--- src/hw/rtl/fcd_pkg.sv ---
package fcd_pkg;

  // Filter geometry.
  localparam int unsigned TAPS       = 8;
  localparam int unsigned DECIMATION = 4;
  localparam int unsigned OUT_SHIFT  = 11;

  // Field and datapath widths.
  localparam int unsigned SAMPLE_W = 8;
  localparam int unsigned COEF_W   = 8;
  localparam int unsigned PROD_W   = SAMPLE_W + COEF_W;
  localparam int unsigned ACC_W    = 19;
  localparam int unsigned CFG_W    = 64;
  localparam int unsigned CFG_IDX_W = 2;

  localparam int unsigned TAP_W   = (TAPS > 1) ? $clog2(TAPS) : 1;
  localparam int unsigned PHASE_W = (DECIMATION > 1) ? $clog2(DECIMATION) : 1;

  // Configuration register indices.
  localparam logic [CFG_IDX_W-1:0] CFG_COEFFS_FIRST  = CFG_IDX_W'(0);
  localparam logic [CFG_IDX_W-1:0] CFG_COEFFS_SECOND = CFG_IDX_W'(1);

  typedef enum logic [1:0] {
    ST_IDLE,
    ST_RUN1,
    ST_RUN2,
    ST_HOLD
  } fcd_state_e;

endpackage

--- src/hw/rtl/fcd_in_if.sv ---
interface fcd_in_if
  import fcd_pkg::*;
();

  logic                       valid;
  logic                       ready;
  logic signed [SAMPLE_W-1:0] sample_in;

  modport source (output valid, output sample_in, input ready);
  modport sink (input valid, input sample_in, output ready);

endinterface

--- src/hw/rtl/fcd_out_if.sv ---
interface fcd_out_if
  import fcd_pkg::*;
();

  logic                       valid;
  logic                       ready;
  logic signed [SAMPLE_W-1:0] sample_out;

  modport source (output valid, output sample_out, input ready);
  modport sink (input valid, input sample_out, output ready);

endinterface

--- src/hw/rtl/fir_cascade_decimate_by_four_top.sv ---
// Two cascaded 8-tap FIR filters followed by a keep-one-in-four decimator.
//
// Samples arrive as requests on in_i (valid/ready); every fourth filtered
// sample, starting with the first after reset, leaves as a request on out_o.
// The coefficient sets are written through cfg_we_i, cfg_idx_i and cfg_data_i:
// index 0 holds the first-stage taps, index 1 the second-stage taps, tap 0 in
// the lowest byte. Writes to any other index are ignored. Coefficients should
// only be changed while the block is idle.
//
// A single signed 8x8 multiplier with a 19-bit accumulator serves both
// filters, one tap per cycle. An accepted request therefore runs through all
// taps of the first stage and then all taps of the second, and only then does
// the block return to idle and take a new sample. At the last second-stage tap
// the result is registered at the output, if the output register is free.
//
// The output register lets the next sample be accepted while a result still
// waits. If the receiver is still stalling when the following result is
// ready, the sequencer holds that result and stays busy until out_o is free.
// Reset clears both delay lines, the decimation phase, the coefficients and
// the output valid flag.
module fir_cascade_decimate_by_four_top
  import fcd_pkg::*;
(
  input  logic                  clk_i,
  input  logic                  rst_ni,
  input  logic                  cfg_we_i,
  input  logic [CFG_IDX_W-1:0]  cfg_idx_i,
  input  logic [CFG_W-1:0]      cfg_data_i,
  fcd_in_if.sink                in_i,
  fcd_out_if.source             out_o
);

  localparam logic [TAP_W-1:0]   LAST_TAP   = TAP_W'(TAPS - 1);
  localparam logic [PHASE_W-1:0] LAST_PHASE = PHASE_W'(DECIMATION - 1);

  fcd_state_e state_q, state_d;

  logic [CFG_W-1:0] coeffs_first_q, coeffs_second_q;

  logic signed [SAMPLE_W-1:0] line1_q [TAPS];
  logic signed [SAMPLE_W-1:0] line2_q [TAPS];

  logic [TAP_W-1:0]   tap_q;
  logic [PHASE_W-1:0] phase_q;
  logic               emit_q;

  logic signed [ACC_W-1:0]    acc_q;
  logic signed [SAMPLE_W-1:0] res_q;

  logic                       out_valid_q;
  logic signed [SAMPLE_W-1:0] out_data_q;

  // Sequencer outputs.
  logic                       in_ready;
  logic                       in_accept;
  logic                       out_free;
  logic                       last_tap;
  logic                       out_load;
  logic signed [SAMPLE_W-1:0] out_data_d;

  // Shared multiply-accumulate unit.
  logic signed [COEF_W-1:0]   coef_sel;
  logic signed [SAMPLE_W-1:0] data_sel;
  logic signed [PROD_W-1:0]   prod;
  logic signed [ACC_W-1:0]    mac_sum;
  logic signed [ACC_W-1:0]    mac_shifted;
  logic signed [SAMPLE_W-1:0] stage_out;

  // Configuration registers.
  always_ff @(posedge clk_i or negedge rst_ni) begin
    if (!rst_ni) begin
      coeffs_first_q  <= '0;
      coeffs_second_q <= '0;
    end else if (cfg_we_i) begin
      unique case (cfg_idx_i)
        CFG_COEFFS_FIRST:  coeffs_first_q  <= cfg_data_i;
        CFG_COEFFS_SECOND: coeffs_second_q <= cfg_data_i;
        default: ;
      endcase
    end
  end

  // The MAC reads the tap selected by the counter from whichever stage runs.
  always_comb begin
    if (state_q == ST_RUN2) begin
      coef_sel = coeffs_second_q[tap_q*COEF_W +: COEF_W];
      data_sel = line2_q[tap_q];
    end else begin
      coef_sel = coeffs_first_q[tap_q*COEF_W +: COEF_W];
      data_sel = line1_q[tap_q];
    end
  end

  assign prod        = coef_sel * data_sel;
  assign mac_sum     = acc_q + ACC_W'(prod);
  assign mac_shifted = mac_sum >>> OUT_SHIFT;
  // The stage result wraps to the low byte rather than saturating.
  assign stage_out   = mac_shifted[SAMPLE_W-1:0];

  assign in_accept = in_i.valid && in_ready;
  assign out_free  = !out_valid_q || out_o.ready;
  assign last_tap  = (tap_q == LAST_TAP);

  // Next-state logic.
  always_comb begin
    state_d = state_q;
    unique case (state_q)
      ST_IDLE: begin
        if (in_i.valid) begin
          state_d = ST_RUN1;
        end
      end
      ST_RUN1: begin
        if (last_tap) begin
          state_d = ST_RUN2;
        end
      end
      ST_RUN2: begin
        if (last_tap) begin
          state_d = (emit_q && !out_free) ? ST_HOLD : ST_IDLE;
        end
      end
      ST_HOLD: begin
        if (out_free) begin
          state_d = ST_IDLE;
        end
      end
      default: state_d = ST_IDLE;
    endcase
  end

  // Sequencer outputs.
  always_comb begin
    in_ready   = 1'b0;
    out_load   = 1'b0;
    out_data_d = stage_out;
    unique case (state_q)
      ST_IDLE: begin
        in_ready = 1'b1;
      end
      ST_RUN1: ;
      ST_RUN2: begin
        out_load = last_tap && emit_q && out_free;
      end
      ST_HOLD: begin
        out_load   = out_free;
        out_data_d = res_q;
      end
      default: ;
    endcase
  end

  always_ff @(posedge clk_i or negedge rst_ni) begin
    if (!rst_ni) begin
      state_q <= ST_IDLE;
      tap_q   <= '0;
      phase_q <= '0;
      emit_q  <= 1'b0;
      acc_q   <= '0;
      for (int i = 0; i < TAPS; i++) begin
        line1_q[i] <= '0;
        line2_q[i] <= '0;
      end
    end else begin
      state_q <= state_d;

      if (in_accept) begin
        // Newest sample goes in at tap 0; the decimation phase moves on.
        line1_q[0] <= in_i.sample_in;
        for (int i = 1; i < TAPS; i++) begin
          line1_q[i] <= line1_q[i-1];
        end
        emit_q  <= (phase_q == '0);
        phase_q <= (phase_q == LAST_PHASE) ? '0 : phase_q + PHASE_W'(1);
        acc_q   <= '0;
        tap_q   <= '0;
      end

      if (state_q == ST_RUN1 || state_q == ST_RUN2) begin
        tap_q <= last_tap ? '0 : tap_q + TAP_W'(1);
        // The accumulator starts afresh for the second stage.
        acc_q <= (state_q == ST_RUN1 && last_tap) ? '0 : mac_sum;
      end

      if (state_q == ST_RUN1 && last_tap) begin
        // The first-stage result enters the second delay line.
        line2_q[0] <= stage_out;
        for (int i = 1; i < TAPS; i++) begin
          line2_q[i] <= line2_q[i-1];
        end
      end
    end
  end

  // Kept in case the output register is still occupied when stage two ends.
  always_ff @(posedge clk_i) begin
    if (state_q == ST_RUN2 && last_tap) begin
      res_q <= stage_out;
    end
  end

  always_ff @(posedge clk_i or negedge rst_ni) begin
    if (!rst_ni) begin
      out_valid_q <= 1'b0;
    end else if (out_load) begin
      out_valid_q <= 1'b1;
    end else if (out_o.ready) begin
      out_valid_q <= 1'b0;
    end
  end

  always_ff @(posedge clk_i) begin
    if (out_load) begin
      out_data_q <= out_data_d;
    end
  end

  assign in_i.ready       = in_ready;
  assign out_o.valid      = out_valid_q;
  assign out_o.sample_out = out_data_q;

  // An accepted sample always starts the first stage at tap 0.
  a_accept_starts_run: assert property (@(posedge clk_i) disable iff (!rst_ni)
    in_accept |=> (state_q == ST_RUN1 && tap_q == '0))
    else $error("accepted sample did not start the first stage");

  // Only the first sample of each decimation group produces a result.
  a_load_only_on_emit: assert property (@(posedge clk_i) disable iff (!rst_ni)
    out_load |-> emit_q)
    else $error("result loaded for a decimated sample");

  // Holding a result only makes sense while the output register is occupied.
  a_hold_needs_full_out: assert property (@(posedge clk_i) disable iff (!rst_ni)
    (state_q == ST_HOLD) |-> out_valid_q)
    else $error("holding a result with an empty output register");

  // The decimation phase moves only when a sample is accepted.
  a_phase_only_on_accept: assert property (@(posedge clk_i) disable iff (!rst_ni)
    !in_accept |=> $stable(phase_q))
    else $error("decimation phase changed without an accepted sample");

endmodule

--- src/flat_wrapper.sv ---
// flat-port wrapper written by rule: the top's interface ports become plain ports
module fir_cascade_decimate_by_four_top_flat import fcd_pkg::*;
  (clk_i, rst_ni, cfg_we_i, cfg_idx_i, cfg_data_i, in_i_valid, in_i_sample_in, in_i_ready, out_o_valid, out_o_sample_out, out_o_ready);
  fcd_in_if in_i_i ();
  fcd_out_if out_o_i ();
  input  logic clk_i;
  input  logic rst_ni;
  input  logic cfg_we_i;
  input  logic [CFG_IDX_W-1:0] cfg_idx_i;
  input  logic [CFG_W-1:0] cfg_data_i;
  input wire logic [$bits(in_i_i.valid)-1:0] in_i_valid;
  input wire logic [$bits(in_i_i.sample_in)-1:0] in_i_sample_in;
  output wire logic [$bits(in_i_i.ready)-1:0] in_i_ready;
  output wire logic [$bits(out_o_i.valid)-1:0] out_o_valid;
  output wire logic [$bits(out_o_i.sample_out)-1:0] out_o_sample_out;
  input wire logic [$bits(out_o_i.ready)-1:0] out_o_ready;
  assign in_i_i.valid = in_i_valid;
  assign in_i_i.sample_in = in_i_sample_in;
  assign in_i_ready = in_i_i.ready;
  assign out_o_valid = out_o_i.valid;
  assign out_o_sample_out = out_o_i.sample_out;
  assign out_o_i.ready = out_o_ready;
  fir_cascade_decimate_by_four_top u_core (.clk_i(clk_i), .rst_ni(rst_ni), .cfg_we_i(cfg_we_i), .cfg_idx_i(cfg_idx_i), .cfg_data_i(cfg_data_i), .in_i(in_i_i), .out_o(out_o_i));
endmodule
--- config.mk ---
export PLATFORM = sky130hd
export DESIGN_NAME = fir_cascade_decimate_by_four_top_flat
export DESIGN_NICKNAME = d
export VERILOG_FILES = /design/src/hw/rtl/fcd_pkg.sv /design/src/hw/rtl/fcd_in_if.sv /design/src/hw/rtl/fcd_out_if.sv /design/src/hw/rtl/fir_cascade_decimate_by_four_top.sv /design/src/flat_wrapper.sv
export SDC_FILE = /design/constraint.sdc
export NUM_CORES = 1
export LEC_CHECK = 0
export BUFFER_PORTS_ARGS = -buffer_cell sky130_fd_sc_hd__buf_2
export CAP_MARGIN = 20
export CORE_MARGIN = 8
export CORE_UTILIZATION = 50
export CTS_BUF_LIST = sky130_fd_sc_hd__clkbuf_8
export DETAILED_ROUTE_END_ITERATION = 16
export PLACE_DENSITY = 0.65
export SLEW_MARGIN = 15
export SYNTH_ARGS = -nofsm -noshare
export SYNTH_HDL_FRONTEND = slang
export SYNTH_SLANG_ARGS = --single-unit
--- constraint.sdc ---
create_clock -name clk_i -period 10 [get_ports clk_i]
set_input_delay 0 -clock clk_i [delete_from_list [all_inputs] [get_ports clk_i]]
set_output_delay 0 -clock clk_i [all_outputs]
set_load 0.02 [all_outputs]
-- Word-level counts from Yosys, hierarchy flattened
Index checks and enable logic that the tools add are counted.
- latch bits: 0
- register bits: 300
- RAM bits: 0
- memories: 0
- input bits: 79
- memory bits (read-only): 0
- shift operators: 2
- bitwise operators: 1
- div/mod/pow operators: 0
- eq/ne operators: 10
- magnitude comparators: 1
- $mul: 1
- muxes and demuxes: 26
- reductions and logical operators: 18
- add/sub/neg operators: 3
- operator list (cell ; count):
    variable part select 64 x 7 -> 8 bit ; 2
    2-to-1 mux 19 bit ; 3
    2-to-1 mux 8 bit ; 7
    binary-select mux 8 bit (select 3 bit) ; 2
    adder 19 x 16 -> 19 bit ; 1
    multiplier 8 x 8 -> 16 bit ; 1
    2-to-1 mux 2 bit ; 6
    2-to-1 mux 3 bit ; 3
    case mux 2 bit (4 select lines) ; 1
    == test 2 bit, second input constant ; 3
    logical AND 1 bit ; 6
    zero test 2 bit ; 3
    != test 2 x 1 -> 1 bit, second input constant ; 3
    == test 2 x 1 -> 1 bit, second input constant ; 2
    >= comparator 4 bit, second input constant ; 1
    NOT 3 -> 4 bit ; 1
    AND reduction 2 bit ; 2
    AND reduction 4 bit ; 1
    nonzero test 2 bit ; 2
    adder 3 x 1 -> 3 bit, second input constant ; 1
    == test 3 bit, second input constant ; 1
    2-to-1 mux 1 bit ; 3
    adder 2 x 1 -> 2 bit, second input constant ; 1
    zero test 1 bit ; 2
    3 further kinds ; 4

-- Longest topological paths before layout
Gate-level depths: netlist (run 1).
- depth after elaboration: 9
- mapped depth: 27
- depth with buffers taken out: 23

-- Worst setup path before layout (run 1)
OpenSTA, ideal clock, no wires.
- path kind: register to register
- start: register u_core.state_q[0]
- end: register u_core.out_data_q[5] (netlist: u_core.out_o.sample_out[5]), data pin
- required time: 9740 ps
- arrival: 6780 ps
- setup slack: 2960 ps
- stages on the path, launching flop included: 24
- period minus slack after synthesis: 7040 ps
- cells stage by stage: dfrtp_1 -> inv_1 -> ha_1 -> buf_2 -> buf_4 -> mux4_2 -> mux4_2 -> and2_1 -> fa_1 -> fa_1 -> fa_1 -> inv_1 -> fa_1 -> inv_1 -> ha_1 -> ha_1 -> buf_6 -> a21o_1 -> a21o_1 -> a2111o_1 -> o22ai_2 -> xor2_2 -> inv_2 -> mux2_2
- word-level cells in the longest chain between the ends: 5
- elaborated cells on any way between the ends: 7
- classes of those cells: add/sub: 1; mul: 1; eq/ne: 2; mux: 3
- ends and longest elaborated chain (item ; line ; text):
    from (decl) ; fir_cascade_decimate_by_four_top.sv:36 ; fcd_state_e state_q, state_d;
    from (signal assigned) ; fir_cascade_decimate_by_four_top.sv:165 ; state_q <= state_d;
    == test 2 bit (*) ; fir_cascade_decimate_by_four_top.sv:85 ; if (state_q == ST_RUN2) begin
    2-to-1 mux 8 bit ; fir_cascade_decimate_by_four_top.sv:85 ;
    multiplier 8 x 8 -> 16 bit (*) ; fir_cascade_decimate_by_four_top.sv:94 ; assign prod = coef_sel * data_sel;
    adder 19 x 16 -> 19 bit (*) ; fir_cascade_decimate_by_four_top.sv:95 ; assign mac_sum = acc_q + ACC_W'(prod);
    via u_core.mac_sum[16] ; fir_cascade_decimate_by_four_top.sv:65 ; logic signed [ACC_W-1:0] mac_sum;
    2-to-1 mux 8 bit (*) ; fir_cascade_decimate_by_four_top.sv:137 ; unique case (state_q)
    via u_core.out_data_d[5] ; fir_cascade_decimate_by_four_top.sv:59 ; logic signed [SAMPLE_W-1:0] out_data_d;
    to (signal assigned) ; fir_cascade_decimate_by_four_top.sv:214 ; out_data_q <= out_data_d;
    to (decl) ; fir_cascade_decimate_by_four_top.sv:51 ; logic signed [SAMPLE_W-1:0] out_data_q;
The timed path passes the listed nets; every way through them passes the cells marked *.
A chain may end at the register's enable or synchronous reset.

-- Worst setup path in the final report (run 1)
Same ends and word-level chain as after synthesis.

==> results.md, run 1 <==
- Status: finished, final reports clean
- Final hold vios: 0
- Die extent in x: 197 microns
- Number of synthesized register bits: 300
- Number of flops mapped to enable cells by yosys: 16
- Share of the cycle needed by the critical path after routing: 0.782
- Worst slack at placement: 2.17 ns
- Number of pins with negative max-slew slack in the final report: 0
- YS warnings: 0
- Number of nets produced by synthesis: 1353
- Setup repair after global routing missed its margin: no
- Number of max-cap violations: 0
- Sink count of the clock tree: 300
- Slew @ Worst Pin: 0.915 ns
- # H-tree levels: 2
- Worst-case setup margin in the final layout: 2.18 ns
- Number of buffers inserted for hold repair after clock tree synthesis: 75
- Via count of the first global-routing pass: 10.6k
- Total via count in the routed design: 9591
- Global-route usage over all layers: 0.179
- Pin count of the biggest net entering global routing: 173
- CTS Root Cell: clkbuf_8
- Instance area at placement: 17300 sq um
- Worst path arrival time: 8.15 ns
- Dominant register cell in the synthesized netlist: dfrtp_1
- Cell Rows: 66
- Critical path class: flop to flop
- Number of filler cells placed in the layout: 2597
- Kind of path behind the tightest hold check: input port to asynchronous set/reset pin
- Grt ovf: 0
- Antenna viol nets, final: 0
- GR peak layer: met2
- Maximum fanout count along the critical path: 23
- Setup violations, final: 0
- Port buffer count: 88
- Grt met3 use: 0.0336
- Layout area overhead: 15.6%
- Routability congestion estimate: 0.813
- Worst skew pair latency: 0.58 ns
- Final WL: 33100 microns
- Most used cells in the layout excluding fill and tap cells: 282 x dfrtp_1, 252 x mux2_2, 110 x inv_1, 87 x buf_2, 84 x fa_1
- Nets@finish: 1524
- Global-route track usage on met1: 0.247
- Total CTS buffers: 50
- Critical path launch point type: flop
- Met2 global-route usage: 0.290
- Clock transition at the register clock pins on the worst setup and hold paths after CTS: 0.06 ns
- I/O pin count: 89
- Y dimension of the die: 197 microns
- Ys async rst share: 0.947
- Detailed router's first-iteration violation count: 379
- Number of antenna violations at the first check in global routing: 0
- Number of cells produced by synthesis: 1138
- Post-CTS repair timing setup buffer count: 0
- Critical path endpoint category: flop
- Post-DP HPWL: 22600 microns
- Launching instance or port of the critical path: u_core.state_q[0]
- Detailed-route DRC error count: 0
- Die Area: 39000 sq um
- Per-cell via count in the routed design: 5.39
- Post-Synthesis Cell Area: 16500 sq um
- Total negative setup slack: 0 ns
- Average wire length per cell after detail routing: 18.6 microns
- Worst setup skew after layout: 0.0146 ns
- Post-layout instance area: 19000 sq um
- Final Critical Period: 7.82 ns
- Count of antenna diodes in the layout: 0
- Yosys cell types: 51
- Fraction of layout cells with a size suffix above 1: 0.379
- # resized after CTS: 0
- Total core area: 32500 sq um
- Relative slew margins: 0.390
- Origin of the critical flop-to-flop path: u_core.state_q[0]
- Clock tree from TritonCTS: yes
- First-pass iteration count of the detailed router: 4
- Mean area per synthesized cell: 14.5 sq um
- Part of the Yosys area used for sequential elements: 0.461
- Required time of the worst setup path: 10.32 ns
- Most common cell after layout, fill and taps aside: dfrtp_1
- Clock Tree Buf Depth: 3
- Initial core utilization: 0.507
- Wire length of the first global-routing pass: 56100 microns
- Peak clock frequency supported by timing: 128 MHz
-- Yosys cell counts (all sizes together) (2+ instances only) --
library cell,n,share of area
nor2,11,0.0025
o22ai,2,0.0011
nor2b,2,0.00076
a31oi,2,0.00076
and2,30,0.011
o21a,4,0.0018
xor2,6,0.0036
inv,98,0.022
a21oi,10,0.0030
a22o,12,0.0064
nor3,3,0.00091
fa,84,0.10
or2,2,0.00076
dfrtp,284,0.43
mux4,79,0.11
nand2,60,0.014
buf,19,0.0071
a211o,2,0.0011
ha,52,0.040
o21bai,2,0.00091
xnor2,13,0.0069
a21o,7,0.0032
o21ai,27,0.0082
mux2,256,0.18
edfxtp,16,0.029
o31ai,4,0.0018
clkbuf,35,0.0080
-- kinds of logic after synthesis --
| logic type | Yosys count | share of synthesized area |
|---|---|---|
| AOI/OAI and AO/OA | 78 | 0.0317 |
| buffers and inverters | 152 | 0.0374 |
| and+or+nand+nor | 117 | 0.0340 |
| muxes | 336 | 0.284 |
| adders and majority gates | 136 | 0.142 |
| DFF | 300 | 0.461 |
| xor gates and xnor gates | 19 | 0.0106 |
-- per-layer routing --
metal | wire [microns] | share of wire
met2 | 15800 | 0.48
met4 | 616 | 0.019
met1 | 15400 | 0.47
met3 | 1300 | 0.039
met5 | 0 | 0
-- area by class of cell --
type | instances | area, sq um | share of cell area
inverter | 98 | 368 | 0.0193
timing repair buffer | 173 | 1300 | 0.0684
multi-input combinational | 686 | 8270 | 0.435
tap | 442 | 553 | 0.0291
clock inverter | 21 | 120 | 0.00631
clock buffer | 60 | 826 | 0.0434
sequential | 300 | 7590 | 0.399
-- critical path, stage by stage (launching register included) --
cell      delay (ns)
dfrtp_1         0.40
inv_1           0.14
ha_2            0.76
buf_4           0.49
mux4_2          0.54
mux4_2          0.56
and2_1          0.21
fa_1            0.54
inv_1           0.06
fa_1            0.50
inv_1           0.05
fa_1            0.48
inv_1           0.05
fa_1            0.47
inv_1           0.04
ha_1            0.27
ha_1            0.37
a21o_1          0.22
a21o_1          0.25
a2111o_1        0.45
o22ai_2         0.19
xor2_2          0.22
inv_2           0.05
mux2_2          0.25
-- registers in the layout, summed over array words and instances, names as in the netlist, 3 cells and up --
register / flops
u_core.out_o.sample_out: 8
u_core.acc_q: 19
u_core.line2_q: 64
u_core.coeffs_first_q: 64
u_core.tap_q: 3
u_core.coeffs_second_q: 64
u_core.res_q: 8
u_core.line1_q: 64
-- worst paths after layout --
kind	cells past startpoint	slack [ns]	to
worst max-delay path	23	2.18	u_core.out_o.sample_out[5]
worst min-delay path	2	0.05	u_core.coeffs_second_q[58]
worst max register to register	23	2.18	u_core.out_o.sample_out[5]
worst min register to register	2	0.49	u_core.acc_q[6]
max in group asynchronous	3	8.58	u_core.line1_q[27]
min in group clk_i	3	0.19	u_core.line1_q[62]
-- stage by stage --
stage / util / hold slack [ns] / std cells
2_1_floorplan: - / -0.296 / 1138
3_3_place_gp: 0.534 / 0.124 / 1624
3_5_place_dp: 0.534 / 0.137 / 1624
4_1_cts: 0.586 / 0.0911 / 1780
5_1_grt: 0.586 / 0.0941 / 1780
6_report: 0.586 / 0.0532 / 1780
Power of run 1 is left out: the tool's default activity adds up to more than one toggle a clock period on the data nets, which glitch-free logic cannot reach.
==> inputs of run 2 (changes only) <==
==> constraint.sdc (replaced) <==
create_clock -name clk_i -period 7.4 [get_ports clk_i]
set_input_delay 0 -clock clk_i [delete_from_list [all_inputs] [get_ports clk_i]]
set_output_delay 0 -clock clk_i [all_outputs]
set_load 0.02 [all_outputs]
==> run 2 against run 1 <==
  * Wire length grew 2.5%
  * Non-clock buffer count grew 18
  * Sequential share of layout area shrank 0.54 points
  * Clock skew grew 0.017 ns
  * First-iteration DRC count grew 35%
  * Largest cell class unchanged
==> results.md, run 2 (synthesized netlist as in run 1, its figures left out) <==
- Status: finished, final reports clean
- Clock transition at the register clock pins on the worst setup and hold paths after CTS: 0.06 ns
- Relative slew margins: 0.350
- Total CTS buffers: 51
- Total core area: 32500 sq um
- Initial core utilization: 0.507
- Slew @ Worst Pin: 0.975 ns
- Worst skew pair latency: 0.61 ns
- Layout area overhead: 17.2%
- Number of pins with negative max-slew slack in the final report: 0
- Critical path endpoint category: flop
- Worst setup skew after layout: 0.0313 ns
- Detailed-route DRC error count: 0
- Detailed router's first-iteration violation count: 510
- Global-route usage over all layers: 0.183
- Grt ovf: 0
- Post-DP HPWL: 23900 microns
- Cell Rows: 66
- Critical path class: flop to flop
- I/O pin count: 89
- Share of the cycle needed by the critical path after routing: 0.952
- Die extent in x: 197 microns
- Y dimension of the die: 197 microns
- Average wire length per cell after detail routing: 18.7 microns
- Most common cell after layout, fill and taps aside: dfrtp_1
- Required time of the worst setup path: 7.73 ns
- Pin count of the biggest net entering global routing: 159
- Setup violations, final: 0
- Worst setup slack for register-to-register paths: 0.35 ns
- # H-tree levels: 2
- Critical path launch point type: flop
- Setup repair after global routing missed its margin: no
- Routability congestion estimate: 0.804
- CTS Root Cell: clkbuf_8
- Fraction of layout cells with a size suffix above 1: 0.389
- Clock Tree Buf Depth: 3
- Sink count of the clock tree: 300
- Per-cell via count in the routed design: 5.40
- Total via count in the routed design: 9783
- First-pass iteration count of the detailed router: 4
- Count of antenna diodes in the layout: 0
- Antenna viol nets, final: 0
- Final WL: 33900 microns
- Number of antenna violations at the first check in global routing: 0
- Port buffer count: 88
- Most used cells in the layout excluding fill and tap cells: 282 x dfrtp_1, 252 x mux2_2, 116 x inv_1, 87 x buf_2, 84 x fa_1
- Worst path arrival time: 7.37 ns
- Final Critical Period: 7.05 ns
- Total negative setup slack: 0 ns
- Clock tree from TritonCTS: yes
- Kind of path behind the tightest hold check: input port to asynchronous set/reset pin
- Peak clock frequency supported by timing: 142 MHz
- Via count of the first global-routing pass: 10.8k
- Nets@finish: 1543
- Maximum fanout count along the critical path: 26
- Number of max-cap violations: 0
- Post-CTS repair timing setup buffer count: 0
- Wire length of the first global-routing pass: 57500 microns
- Die Area: 39000 sq um
- Final hold vios: 0
-- run 2: changes by cell type in the layout (fill, tap and decap cells not counted), sizes merged --
cell / previous run / this run
buf: 98 / 116
clkbuf: 60 / 67
inv: 114 / 121
clkinv: 3 / 5
bufinv: 1 / 0
-- run 2: metrics by stage --
stage	cells	worst slack, ns	utilization	area [sq um]	hold slack, ns
after floorplan	1138	0.360	-	16500	-0.296
after global placement	1642	0.316	0.538	17500	0.169
after detailed placement	1642	0.238	0.538	17500	0.166
after CTS	1813	0.210	0.594	19300	0.0988
after global routing	1813	0.0165	0.594	19300	0.143
final	1813	0.354	0.594	19300	0.0566
-- run 2: path summary, 6_finish.rpt --
path | startpoint | end | cells past startpoint
setup / recovery | u_core.state_q[0] | u_core.out_o.sample_out[5] | 23
hold / removal | rst_ni | u_core.coeffs_second_q[58] | 2
setup reg to reg | u_core.state_q[0] | u_core.out_o.sample_out[5] | 23
hold reg to reg | u_core.acc_q[6] | u_core.acc_q[6] | 2
max in group asynchronous | rst_ni | u_core.acc_q[16] | 3
min in group clk_i | in_i_sample_in[7] | u_core.line1_q[63] | 3
-- run 2: critical path, stage by stage (launching register included) --
cell      delay (ns)
dfrtp_1         0.40
inv_1           0.13
ha_2            0.43
buf_12          0.26
mux4_2          0.51
mux4_2          0.56
and2_1          0.21
fa_1            0.54
inv_1           0.05
fa_1            0.49
inv_1           0.05
fa_1            0.48
inv_1           0.05
fa_1            0.47
inv_1           0.04
ha_1            0.27
ha_1            0.30
a21o_1          0.20
a21o_1          0.25
a2111o_1        0.44
o22ai_2         0.18
xor2_2          0.18
inv_2           0.05
mux2_2          0.25
-- run 2: repair_timing --
action | in CTS | in global routing
gates resized for setup | 0 | 1
endpoints found under the hold margin | 271 | 0
endpoints found under the setup margin | 0 | 4
hold buffers | 75 | 0
-- run 2: final cells by class --
cell class | count | area, sq um
multi-input cells | 686 | 8270
repair buffers | 191 | 1440
flip-flops and latches | 300 | 7590
fillers | 2550 | 13200
inverters | 98 | 368
clock buffers | 67 | 922
clock inverters | 29 | 146
well taps | 442 | 553
-- run 2: metal layers --
metal  track usage  part of all wire  up-vias  routed length [microns]
li1              -                 -     4412                        -
met1         0.253              0.46     5119                    15400
met4        0.0471             0.020        0                      663
met5             0                 0        -                        0
met3        0.0327             0.042       60                     1430
met2         0.298              0.48      192                    16400
Power of run 2 is left out for the same reason.
